## src/hw/rtl/lmxy_pkg.sv

```systemverilog
// ---------------------------------------------------------------------------
// lmxy_pkg - shared types for the LED matrix coordinate mapper
// Word formats, register indexes and the grid numbering helper.
// ---------------------------------------------------------------------------
package lmxy_pkg;

   localparam int CSR_INDEX_WIDTH = 3;
   localparam int CSR_DATA_WIDTH  = 8;

   localparam logic [CSR_INDEX_WIDTH-1:0] CSR_MATRIX_WIDTH  = 3'd0;
   localparam logic [CSR_INDEX_WIDTH-1:0] CSR_MATRIX_HEIGHT = 3'd1;
   localparam logic [CSR_INDEX_WIDTH-1:0] CSR_TILES_ACROSS  = 3'd2;
   localparam logic [CSR_INDEX_WIDTH-1:0] CSR_TILES_DOWN    = 3'd3;
   localparam logic [CSR_INDEX_WIDTH-1:0] CSR_ROTATION      = 3'd4;
   localparam logic [CSR_INDEX_WIDTH-1:0] CSR_LAYOUT_BITS   = 3'd5;

   localparam int DIV_STEPS = 8;   // quotient bits (tile count fits 8 bits)

   typedef struct packed {
      logic signed [15:0] coord_x;
      logic signed [15:0] coord_y;
   } req_word_type;

   typedef struct packed {
      logic [15:0] led_index;
      logic        in_range;
   } rsp_word_type;

   typedef struct packed {
      logic [7:0] matrix_width;
      logic [7:0] matrix_height;
      logic [7:0] tiles_across;
      logic [7:0] tiles_down;
      logic [1:0] rotation;
      logic [7:0] layout_bits;
   } cfg_type;

   // physical point handed from front to back
   typedef struct packed {
      logic [15:0] x;
      logic [15:0] y;
      logic        in_range;
   } job_type;

   typedef struct packed {
      logic [7:0] minor;
      logic [7:0] major;
      logic [7:0] scale;
   } grid_prep_type;

   // position = major * scale + minor after this
   function automatic grid_prep_type grid_prep(input logic [7:0] col,
                                               input logic [7:0] row,
                                               input logic [7:0] cols,
                                               input logic [7:0] rows,
                                               input logic [3:0] bits);
      grid_prep_type p;
      logic [7:0]    t;
      p.minor = col;
      p.major = row;
      p.scale = cols;
      if (bits[0]) p.minor = cols - 8'd1 - p.minor;
      if (bits[1]) p.major = rows - 8'd1 - p.major;
      if (bits[2]) begin
         t       = p.minor;
         p.minor = p.major;
         p.major = t;
         p.scale = rows;
      end
      if (bits[3] && p.major[0]) p.minor = p.scale - 8'd1 - p.minor;
      return p;
   endfunction

endpackage

```

## src/hw/rtl/led_matrix_xy_to_index.sv

```systemverilog
// ---------------------------------------------------------------------------
// led_matrix_xy_to_index - LED matrix coordinate to chain position mapper
// Maps a signed display coordinate to an LED index for single or tiled
// progressive or serpentine matrices with quarter-turn rotation.
// ---------------------------------------------------------------------------
// Use:
//   Drive req_word and raise start; the word is taken on any edge where
//   start is high and busy is low. busy only rises if the internal queue
//   fills, which does not happen as the back end drains every cycle, so a
//   word may be issued every cycle.
//   One result word per request, in order, on rsp_word with rsp_strobe high
//   for a single cycle. The receiver cannot stall: take it or lose it.
//   Throughput one word a cycle. A request passes the front capture
//   register, the queue slot, the eight-step restoring divide that splits
//   out the tile column and row, then the numbering and multiply-add stages
//   before rsp_strobe rises.
//   Registers are written through csr_we/csr_index/csr_wdata while idle;
//   indexes 6 and 7 are ignored.
//   Reset (synchronous) restores the register defaults (8x8 untiled,
//   rotation 0, progressive layout) and empties the pipeline.
// ---------------------------------------------------------------------------
module led_matrix_xy_to_index
   import lmxy_pkg::*;
(
   input  logic                       clock,
   input  logic                       reset,
   input  logic                       start,
   output logic                       busy,
   input  req_word_type               req_word,
   output logic                       rsp_strobe,
   output rsp_word_type               rsp_word,
   input  logic                       csr_we,
   input  logic [CSR_INDEX_WIDTH-1:0] csr_index,
   input  logic [CSR_DATA_WIDTH-1:0]  csr_wdata
);

   cfg_type cfg_ff;
   logic    accept;
   logic    job_valid_f, job_valid_q, q_full, back_ready;
   job_type job_f, job_q;

   assign accept = start && !busy;
   assign busy   = q_full;

   // configuration registers
   always_ff @(posedge clock) begin
      if (reset) begin
         cfg_ff.matrix_width  <= 8'd8;
         cfg_ff.matrix_height <= 8'd8;
         cfg_ff.tiles_across  <= 8'd0;
         cfg_ff.tiles_down    <= 8'd1;
         cfg_ff.rotation      <= 2'd0;
         cfg_ff.layout_bits   <= 8'd0;
      end else if (csr_we) begin
         case (csr_index)
            CSR_MATRIX_WIDTH:  cfg_ff.matrix_width  <= csr_wdata;
            CSR_MATRIX_HEIGHT: cfg_ff.matrix_height <= csr_wdata;
            CSR_TILES_ACROSS:  cfg_ff.tiles_across  <= csr_wdata;
            CSR_TILES_DOWN:    cfg_ff.tiles_down    <= csr_wdata;
            CSR_ROTATION:      cfg_ff.rotation      <= csr_wdata[1:0];
            CSR_LAYOUT_BITS:   cfg_ff.layout_bits   <= csr_wdata;
            default: ;
         endcase
      end
   end

   // front: capture, range check, rotate
   lmxy_front u_front (
      .clock     (clock),
      .reset     (reset),
      .accept    (accept),
      .req_word  (req_word),
      .cfg       (cfg_ff),
      .job_valid (job_valid_f),
      .job       (job_f)
   );

   lmxy_queue u_queue (
      .clock     (clock),
      .reset     (reset),
      .push      (job_valid_f),
      .push_job  (job_f),
      .pop_ready (back_ready),
      .pop_valid (job_valid_q),
      .pop_job   (job_q),
      .full      (q_full)
   );

   // back: tile split and numbering
   lmxy_back u_back (
      .clock      (clock),
      .reset      (reset),
      .job_valid  (job_valid_q),
      .job        (job_q),
      .cfg        (cfg_ff),
      .job_ready  (back_ready),
      .rsp_strobe (rsp_strobe),
      .rsp_word   (rsp_word)
   );

endmodule

```

## src/hw/rtl/lmxy_front.sv

```systemverilog
// ---------------------------------------------------------------------------
// lmxy_front - capture, range check and rotation
// Registers the request word, checks it against the logical size and turns
// it back into physical coordinates.
// ---------------------------------------------------------------------------
module lmxy_front
   import lmxy_pkg::*;
(
   input  logic         clock,
   input  logic         reset,
   input  logic         accept,
   input  req_word_type req_word,
   input  cfg_type      cfg,
   output logic         job_valid,
   output job_type      job
);

   logic         valid_ff;
   req_word_type word_ff;
   logic [15:0]  pw_ff, ph_ff;

   logic [7:0]   tx, ty;
   logic [15:0]  ux, uy, lw, lh;

   always_ff @(posedge clock) begin
      if (reset) begin
         valid_ff <= 1'b0;
      end else begin
         valid_ff <= accept;
      end
      if (accept) word_ff <= req_word;
      pw_ff <= 16'(cfg.matrix_width * tx);
      ph_ff <= 16'(cfg.matrix_height * ty);
   end

   always_comb begin
      tx = (cfg.tiles_across != 8'd0) ? cfg.tiles_across : 8'd1;
      ty = (cfg.tiles_across != 8'd0) ? cfg.tiles_down : 8'd1;
      ux = word_ff.coord_x;
      uy = word_ff.coord_y;
      lw = cfg.rotation[0] ? ph_ff : pw_ff;
      lh = cfg.rotation[0] ? pw_ff : ph_ff;
      job.in_range = !ux[15] && !uy[15] && (ux < lw) && (uy < lh);
      unique case (cfg.rotation)
         2'd1: begin
            job.x = pw_ff - 16'd1 - uy;
            job.y = ux;
         end
         2'd2: begin
            job.x = pw_ff - 16'd1 - ux;
            job.y = ph_ff - 16'd1 - uy;
         end
         2'd3: begin
            job.x = uy;
            job.y = ph_ff - 16'd1 - ux;
         end
         default: begin
            job.x = ux;
            job.y = uy;
         end
      endcase
   end

   assign job_valid = valid_ff;

endmodule

```

## src/hw/rtl/lmxy_queue.sv

```systemverilog
// ---------------------------------------------------------------------------
// lmxy_queue - two-entry job queue
// Decouples the front from the back end.
// ---------------------------------------------------------------------------
module lmxy_queue
   import lmxy_pkg::*;
(
   input  logic    clock,
   input  logic    reset,
   input  logic    push,
   input  job_type push_job,
   input  logic    pop_ready,
   output logic    pop_valid,
   output job_type pop_job,
   output logic    full
);

   job_type    mem_ff [2];
   logic       wr_ptr_ff, rd_ptr_ff;
   logic [1:0] count_ff;
   logic       pop;

   assign pop       = pop_ready && (count_ff != 2'd0);
   assign pop_valid = count_ff != 2'd0;
   assign pop_job   = mem_ff[rd_ptr_ff];
   assign full      = count_ff == 2'd2;

   always_ff @(posedge clock) begin
      if (reset) begin
         wr_ptr_ff <= 1'b0;
         rd_ptr_ff <= 1'b0;
         count_ff  <= 2'd0;
      end else begin
         if (push) wr_ptr_ff <= !wr_ptr_ff;
         if (pop)  rd_ptr_ff <= !rd_ptr_ff;
         count_ff <= count_ff + 2'(push) - 2'(pop);
      end
      if (push) mem_ff[wr_ptr_ff] <= push_job;
   end

endmodule

```

## src/hw/rtl/lmxy_back.sv

```systemverilog
// ---------------------------------------------------------------------------
// lmxy_back - tile split and index pipeline
// Restoring divide by the tile size, one quotient bit a stage, then the
// tile and pixel numbering and the final multiply-add.
// ---------------------------------------------------------------------------
module lmxy_back
   import lmxy_pkg::*;
(
   input  logic         clock,
   input  logic         reset,
   input  logic         job_valid,
   input  job_type      job,
   input  cfg_type      cfg,
   output logic         job_ready,
   output logic         rsp_strobe,
   output rsp_word_type rsp_word
);

   // divider lanes
   logic        dv_ff   [DIV_STEPS+1];
   logic        dok_ff  [DIV_STEPS+1];
   logic [15:0] xr_ff   [DIV_STEPS+1];
   logic [15:0] yr_ff   [DIV_STEPS+1];
   logic [7:0]  xq_ff   [DIV_STEPS+1];
   logic [7:0]  yq_ff   [DIV_STEPS+1];

   logic [15:0] area_ff;
   logic        tiled;
   logic [7:0]  tx, ty;
   logic [3:0]  tbits, mbits;
   logic [7:0]  tmajor;
   grid_prep_type tp, pp;

   // numbering stages
   logic          p1_v_ff, p1_ok_ff;
   grid_prep_type tp_ff, pp_ff;
   logic          p2_v_ff, p2_ok_ff;
   logic [15:0]   tprod_ff, pprod_ff;
   logic [7:0]    tmin_ff, pmin_ff;
   logic          p3_v_ff, p3_ok_ff;
   logic [15:0]   tnum_ff, pnum_ff;
   logic          p4_v_ff, p4_ok_ff;
   logic [15:0]   tbase_ff, pnum4_ff;
   logic          out_v_ff;
   rsp_word_type  out_ff;

   assign job_ready = 1'b1;
   assign tiled     = cfg.tiles_across != 8'd0;
   assign tx        = tiled ? cfg.tiles_across : 8'd1;
   assign ty        = tiled ? cfg.tiles_down : 8'd1;
   assign tbits     = cfg.layout_bits[7:4];

   always_ff @(posedge clock) begin
      area_ff   <= 16'(cfg.matrix_width * cfg.matrix_height);
      xr_ff[0]  <= job.x;
      yr_ff[0]  <= job.y;
      xq_ff[0]  <= 8'd0;
      yq_ff[0]  <= 8'd0;
      dok_ff[0] <= job.in_range;
      if (reset) begin
         dv_ff[0] <= 1'b0;
      end else begin
         dv_ff[0] <= job_valid;
      end
   end

   for (genvar s = 0; s < DIV_STEPS; s++) begin : g_div
      localparam int B = DIV_STEPS - 1 - s;
      logic [15:0] dx, dy;
      logic        gx, gy;
      assign dx = {8'd0, cfg.matrix_width} << B;
      assign dy = {8'd0, cfg.matrix_height} << B;
      assign gx = xr_ff[s] >= dx;
      assign gy = yr_ff[s] >= dy;
      always_ff @(posedge clock) begin
         if (reset) begin
            dv_ff[s+1] <= 1'b0;
         end else begin
            dv_ff[s+1] <= dv_ff[s];
         end
         dok_ff[s+1] <= dok_ff[s];
         xr_ff[s+1]  <= gx ? xr_ff[s] - dx : xr_ff[s];
         yr_ff[s+1]  <= gy ? yr_ff[s] - dy : yr_ff[s];
         xq_ff[s+1]  <= xq_ff[s] | (8'(gx) << B);
         yq_ff[s+1]  <= yq_ff[s] | (8'(gy) << B);
      end
   end

   always_comb begin
      tmajor = yq_ff[DIV_STEPS];
      if (tbits[1]) tmajor = ty - 8'd1 - tmajor;
      if (tbits[2]) tmajor = tbits[0] ? tx - 8'd1 - xq_ff[DIV_STEPS] : xq_ff[DIV_STEPS];
      mbits = cfg.layout_bits[3:0];
      if (tiled && tbits[3] && tmajor[0]) mbits = mbits ^ 4'd3;
      tp = grid_prep(xq_ff[DIV_STEPS], yq_ff[DIV_STEPS], tx, ty, tbits);
      pp = grid_prep(xr_ff[DIV_STEPS][7:0], yr_ff[DIV_STEPS][7:0],
                     cfg.matrix_width, cfg.matrix_height, mbits);
   end

   always_ff @(posedge clock) begin
      if (reset) begin
         p1_v_ff  <= 1'b0;
         p2_v_ff  <= 1'b0;
         p3_v_ff  <= 1'b0;
         p4_v_ff  <= 1'b0;
         out_v_ff <= 1'b0;
      end else begin
         p1_v_ff  <= dv_ff[DIV_STEPS];
         p2_v_ff  <= p1_v_ff;
         p3_v_ff  <= p2_v_ff;
         p4_v_ff  <= p3_v_ff;
         out_v_ff <= p4_v_ff;
      end
      p1_ok_ff <= dok_ff[DIV_STEPS];
      tp_ff    <= tiled ? tp : '0;
      pp_ff    <= pp;
      p2_ok_ff <= p1_ok_ff;
      tprod_ff <= tp_ff.major * tp_ff.scale;
      pprod_ff <= pp_ff.major * pp_ff.scale;
      tmin_ff  <= tp_ff.minor;
      pmin_ff  <= pp_ff.minor;
      p3_ok_ff <= p2_ok_ff;
      tnum_ff  <= tprod_ff + 16'(tmin_ff);
      pnum_ff  <= pprod_ff + 16'(pmin_ff);
      p4_ok_ff <= p3_ok_ff;
      tbase_ff <= 16'(tnum_ff * area_ff);
      pnum4_ff <= pnum_ff;
      out_ff.in_range  <= p4_ok_ff;
      out_ff.led_index <= p4_ok_ff ? tbase_ff + pnum4_ff : 16'd0;
   end

   assign rsp_strobe = out_v_ff;
   assign rsp_word   = out_ff;

endmodule

```

## config.mk

```make
export PLATFORM = sky130hd
export DESIGN_NAME = led_matrix_xy_to_index
export DESIGN_NICKNAME = d
export VERILOG_FILES = /design/src/hw/rtl/lmxy_pkg.sv /design/src/hw/rtl/led_matrix_xy_to_index.sv /design/src/hw/rtl/lmxy_front.sv /design/src/hw/rtl/lmxy_queue.sv /design/src/hw/rtl/lmxy_back.sv
export SDC_FILE = /design/constraint.sdc
export NUM_CORES = 2
export LEC_CHECK = 0
export BUFFER_PORTS_ARGS = -buffer_cell sky130_fd_sc_hd__buf_2
export CORE_ASPECT_RATIO = 0.5
export CORE_UTILIZATION = 39
export CTS_BUF_LIST = sky130_fd_sc_hd__clkbuf_8
export CTS_CLUSTER_SIZE = 14
export DETAILED_ROUTE_END_ITERATION = 8
export SYNTH_ARGS = -nofsm -noshare
export SYNTH_HDL_FRONTEND = slang
export SYNTH_SLANG_ARGS = --single-unit
export TNS_END_PERCENT = 20
```

## constraint.sdc

```tcl
create_clock -name clock -period 5.85 [get_ports clock]
set_input_delay 1.755 -clock clock [delete_from_list [all_inputs] [get_ports clock]]
set_output_delay 1.755 -clock clock [all_outputs]
set_load 0.02 [all_outputs]
```

==> run summary <==
PwrDens - 325 nW/µm²
Max Cap Violations - 0
Initial DRC count - 1925
Async SR Flop Fraction - 0
Tmin final - 5.30 ns
Post-synthesis mux area share - 0.0456
Antenna viol nets, final - 0
Drt total wl - 112000 µm
Postcts setup bufs - 0
Final Max Slew Viols - 0
Vias/cell - 4.99
Root Buffer - clkbuf_8
Synthesized net count - 5759
Syn Inst Count - 4932
Ys flop type - dfxtp_1
Maximum VDD drop - 181 µV
Clk_lat worst skew - 0.85 ns
Final setup skew - 0.0745 ns
NumNets Final - 5866
Flops & latches, synth - 742
Via Count - 33500
Combinational family with the most area after synthesis - adder cells
Relative slew margins - 0.201
Die ar. - 122000 µm²
PortBufs - 65
Final Core Density - 0.435
First-pass GRT wire length - 181000 µm
Fmax - 189 MHz
Global Route Usage Sum - 0.186
CTS Buf Count - 108
Critical path data required time - 6.58 ns
Clock edge transition at the registers on the reported setup and hold paths - 0.07 ns
Initial Util - 0.396
DRT Pass-1 Iters - 5
Grt total ovfl - 0
Vias in the first global route - 33900
EDFF count, synth - 98
Synth top area cells - dfxtp_1 27%, ha_1 13%, fa_1 12%, edfxtp_1 6.3%, inv_1 4.4%
DP HPWL - 86800 µm
Crit Path Class - reg -> reg
Per-cell routed wire length - 16.7 µm
Synth Area in Compound Gates - 0.0952
CP max stage cell - fa_1
Placer Congestion - 0.918
Resize count post-CTS - 0
Area of the multi-input gates - 28600 µm²
Critical Path AT - 6.03 ns
Yosys warnings - 0
Startpoint Class - register
Simple-gate share of the synthesized area - 0.152
DR WL met3 - 5320 µm
Largest net degree at the start of global routing - 73
Crit path cell chain - nor4_1, nand2_1, buf_4, and2_1, nand2_1, fa_1, fa_1, inv_1, fa_1, inv_1, fa_1, inv_1, ha_1, a21boi_0, o21ai_0, nand2b_1, a21o_1, a41o_1, o41a_1, xnor2_1
Total chip power - 16.7 mW
Reg area - 15800 µm²
Post-synthesis adder-cell area fraction - 0.254
Top routing layer in use - met4
Post-synth top area share - 0.275
Final worst-path cycle share - 0.906
Area grow syn2layout - 9.95%
Synth unique cells - 74
Area leader, netlist - dfxtp_1
Post-synthesis sequential area ratio - 0.338
Hold Crit Class - reg -> reg
Static leakage - 23.8 nW
CORE AREA - 119000 µm²
Post-CTS Hold Fix Bufs - 0
CTS tree - done
Commonest non-fill, non-tap cells in the layout - 642 x dfxtp_1, 574 x inv_1, 509 x nand2_1
Cell area after synthesis - 46900 µm²
Io pins - 66
Final Hold Vio Count - 0
Rows - 89
Commonest non-fill, non-tap cell in the layout - dfxtp_1
XOR/XNOR Fraction of Synth Area - 0.0616
# DRC - 0
Max Fanout on Critical Path - 45
Syn avg cell area - 9.51 µm²
Outcome - finished, final reports clean
H-tree depth - 3
Final hold slack - 0.298 ns
Slew @ Worst Pin - 1.20 ns
Fin Setup TNS - 0 ns
Fill cells - 11400
Fraction of layout cells with a size suffix above 1 - 0.0758
Clk sink count - 742
Crit end category - register
WL met2 - 50100 µm
Clock tree buffer depth - 3
Die Y - 247 µm
Final setup vio count - 0
RSZ-0062 raised after global routing - no
WL met1 - 53800 µm
Antenna violations before repair - 1
Most used cell, CP - fa_1
Die X - 492 µm
Critical Path Max Stage Delay - 0.57 ns
==> report_power, final <==
| part | internal (mW) | total (mW) | switching, mW |
|---|---|---|---|
| clock network | 2.47 | 4.60 | 2.13 |
| logic | 2.31 | 5.11 | 2.80 |
| registers | 6.26 | 7.03 | 0.775 |
==> cell usage after synthesis, types with 16 or more instances <==
master      n
a211oi_1   27
mux2i_1   123
o21a_1     31
clkbuf_1   96
a21o_1     70
and3_1     49
nor2_1    328
mux2_2     78
nor2b_1    95
xor2_1    129
nand3_1    55
xnor2_1   201
nor4_1     44
nand2b_1   37
o31ai_1    16
ha_1      493
a31oi_1    19
inv_1     544
edfxtp_1   98
or3_1      24
and2_1    202
nand4_1    33
nor3_1     57
a21oi_1   229
a21boi_0   47
nand2_1   509
fa_1      287
dfxtp_1   644
o21ai_0   193
==> state kept, by name, summed over array words and instances, names as in the netlist, 9 cells and up, named ones only <==
signal and count:
u_back.xr_ff 136, u_back.yr_ff 136, u_queue.mem_ff 66, cfg_ff 42, u_back.xq_ff 36, u_back.yq_ff 36
u_back.pp_ff 24, u_back.tp_ff 24, u_back.rsp_word 17, u_back.area_ff 16, u_back.pnum4_ff 16, u_back.pnum_ff 16
u_back.pprod_ff 16, u_back.tbase_ff 16, u_back.tnum_ff 16, u_back.tprod_ff 16, u_front.ph_ff 16, u_front.pw_ff 16
u_front.ux 16, u_front.uy 16, u_back.dok_ff 9, u_back.dv_ff 9
==> worst max-delay path, delay by kind of cell, from the launching register on <==
family	cells	cell delay [ns]
xor gates and xnor gates	1	0.13
adders and majority gates	5	2.28
AOI/OAI and AO/OA	5	1.09
DFF	1	0.36
buffers and inverters	4	0.42
and+or+nand+nor	5	0.89
==> metrics by stage <==
step                      cell area [µm²]  setup slack, ns  cells
final                               51600            0.548   6723
after floorplan                     46900            0.793   4932
after global placement              49200            0.586   6521
after global routing                51600            0.265   6722
after detailed placement            49200            0.615   6521
after CTS                           51600            0.559   6721
==> final timing paths <==
kind                                from                           to  slack [ns]  cells after the start
min reg2reg  u_back.yr_ff[0][36]$_DFF_P_  u_back.yr_ff[0][52]$_DFF_P_        0.30                      0
max reg2reg      cfg_ff[19]$_SDFFE_PP0P_    u_front.ph_ff[15]$_DFF_P_        0.55                     20
min          u_back.yr_ff[0][36]$_DFF_P_  u_back.yr_ff[0][52]$_DFF_P_        0.30                      0
max              cfg_ff[19]$_SDFFE_PP0P_    u_front.ph_ff[15]$_DFF_P_        0.55                     20
==> area by class of cell <==
class / count / area share
flip-flops and latches: 742 / 0.307
clock buffers: 132 / 0.0352
multi-input cells: 3521 / 0.554
clock inverters: 68 / 0.0116
well taps: 1592 / 0.0386
inverters: 551 / 0.0401
diodes: 2 / 0.0000970
repair buffers: 115 / 0.0136
==> layer usage <==
metal | vias up | GRT usage
met4 | 0 | 0.0536
met1 | 16000 | 0.251
met5 | - | 0
met3 | 177 | 0.0328
met2 | 676 | 0.305
li1 | 16700 | -
==> cells by family after synthesis <==
| group | Yosys count |
|---|---|
| and+or+nand+nor | 1483 |
| xor gates and xnor gates | 330 |
| buffers and inverters | 669 |
| DFF | 742 |
| AOI/OAI and AO/OA | 725 |
| muxes | 203 |
| adders and majority gates | 780 |
No activity file was read; power rests on OpenSTA's default activity.
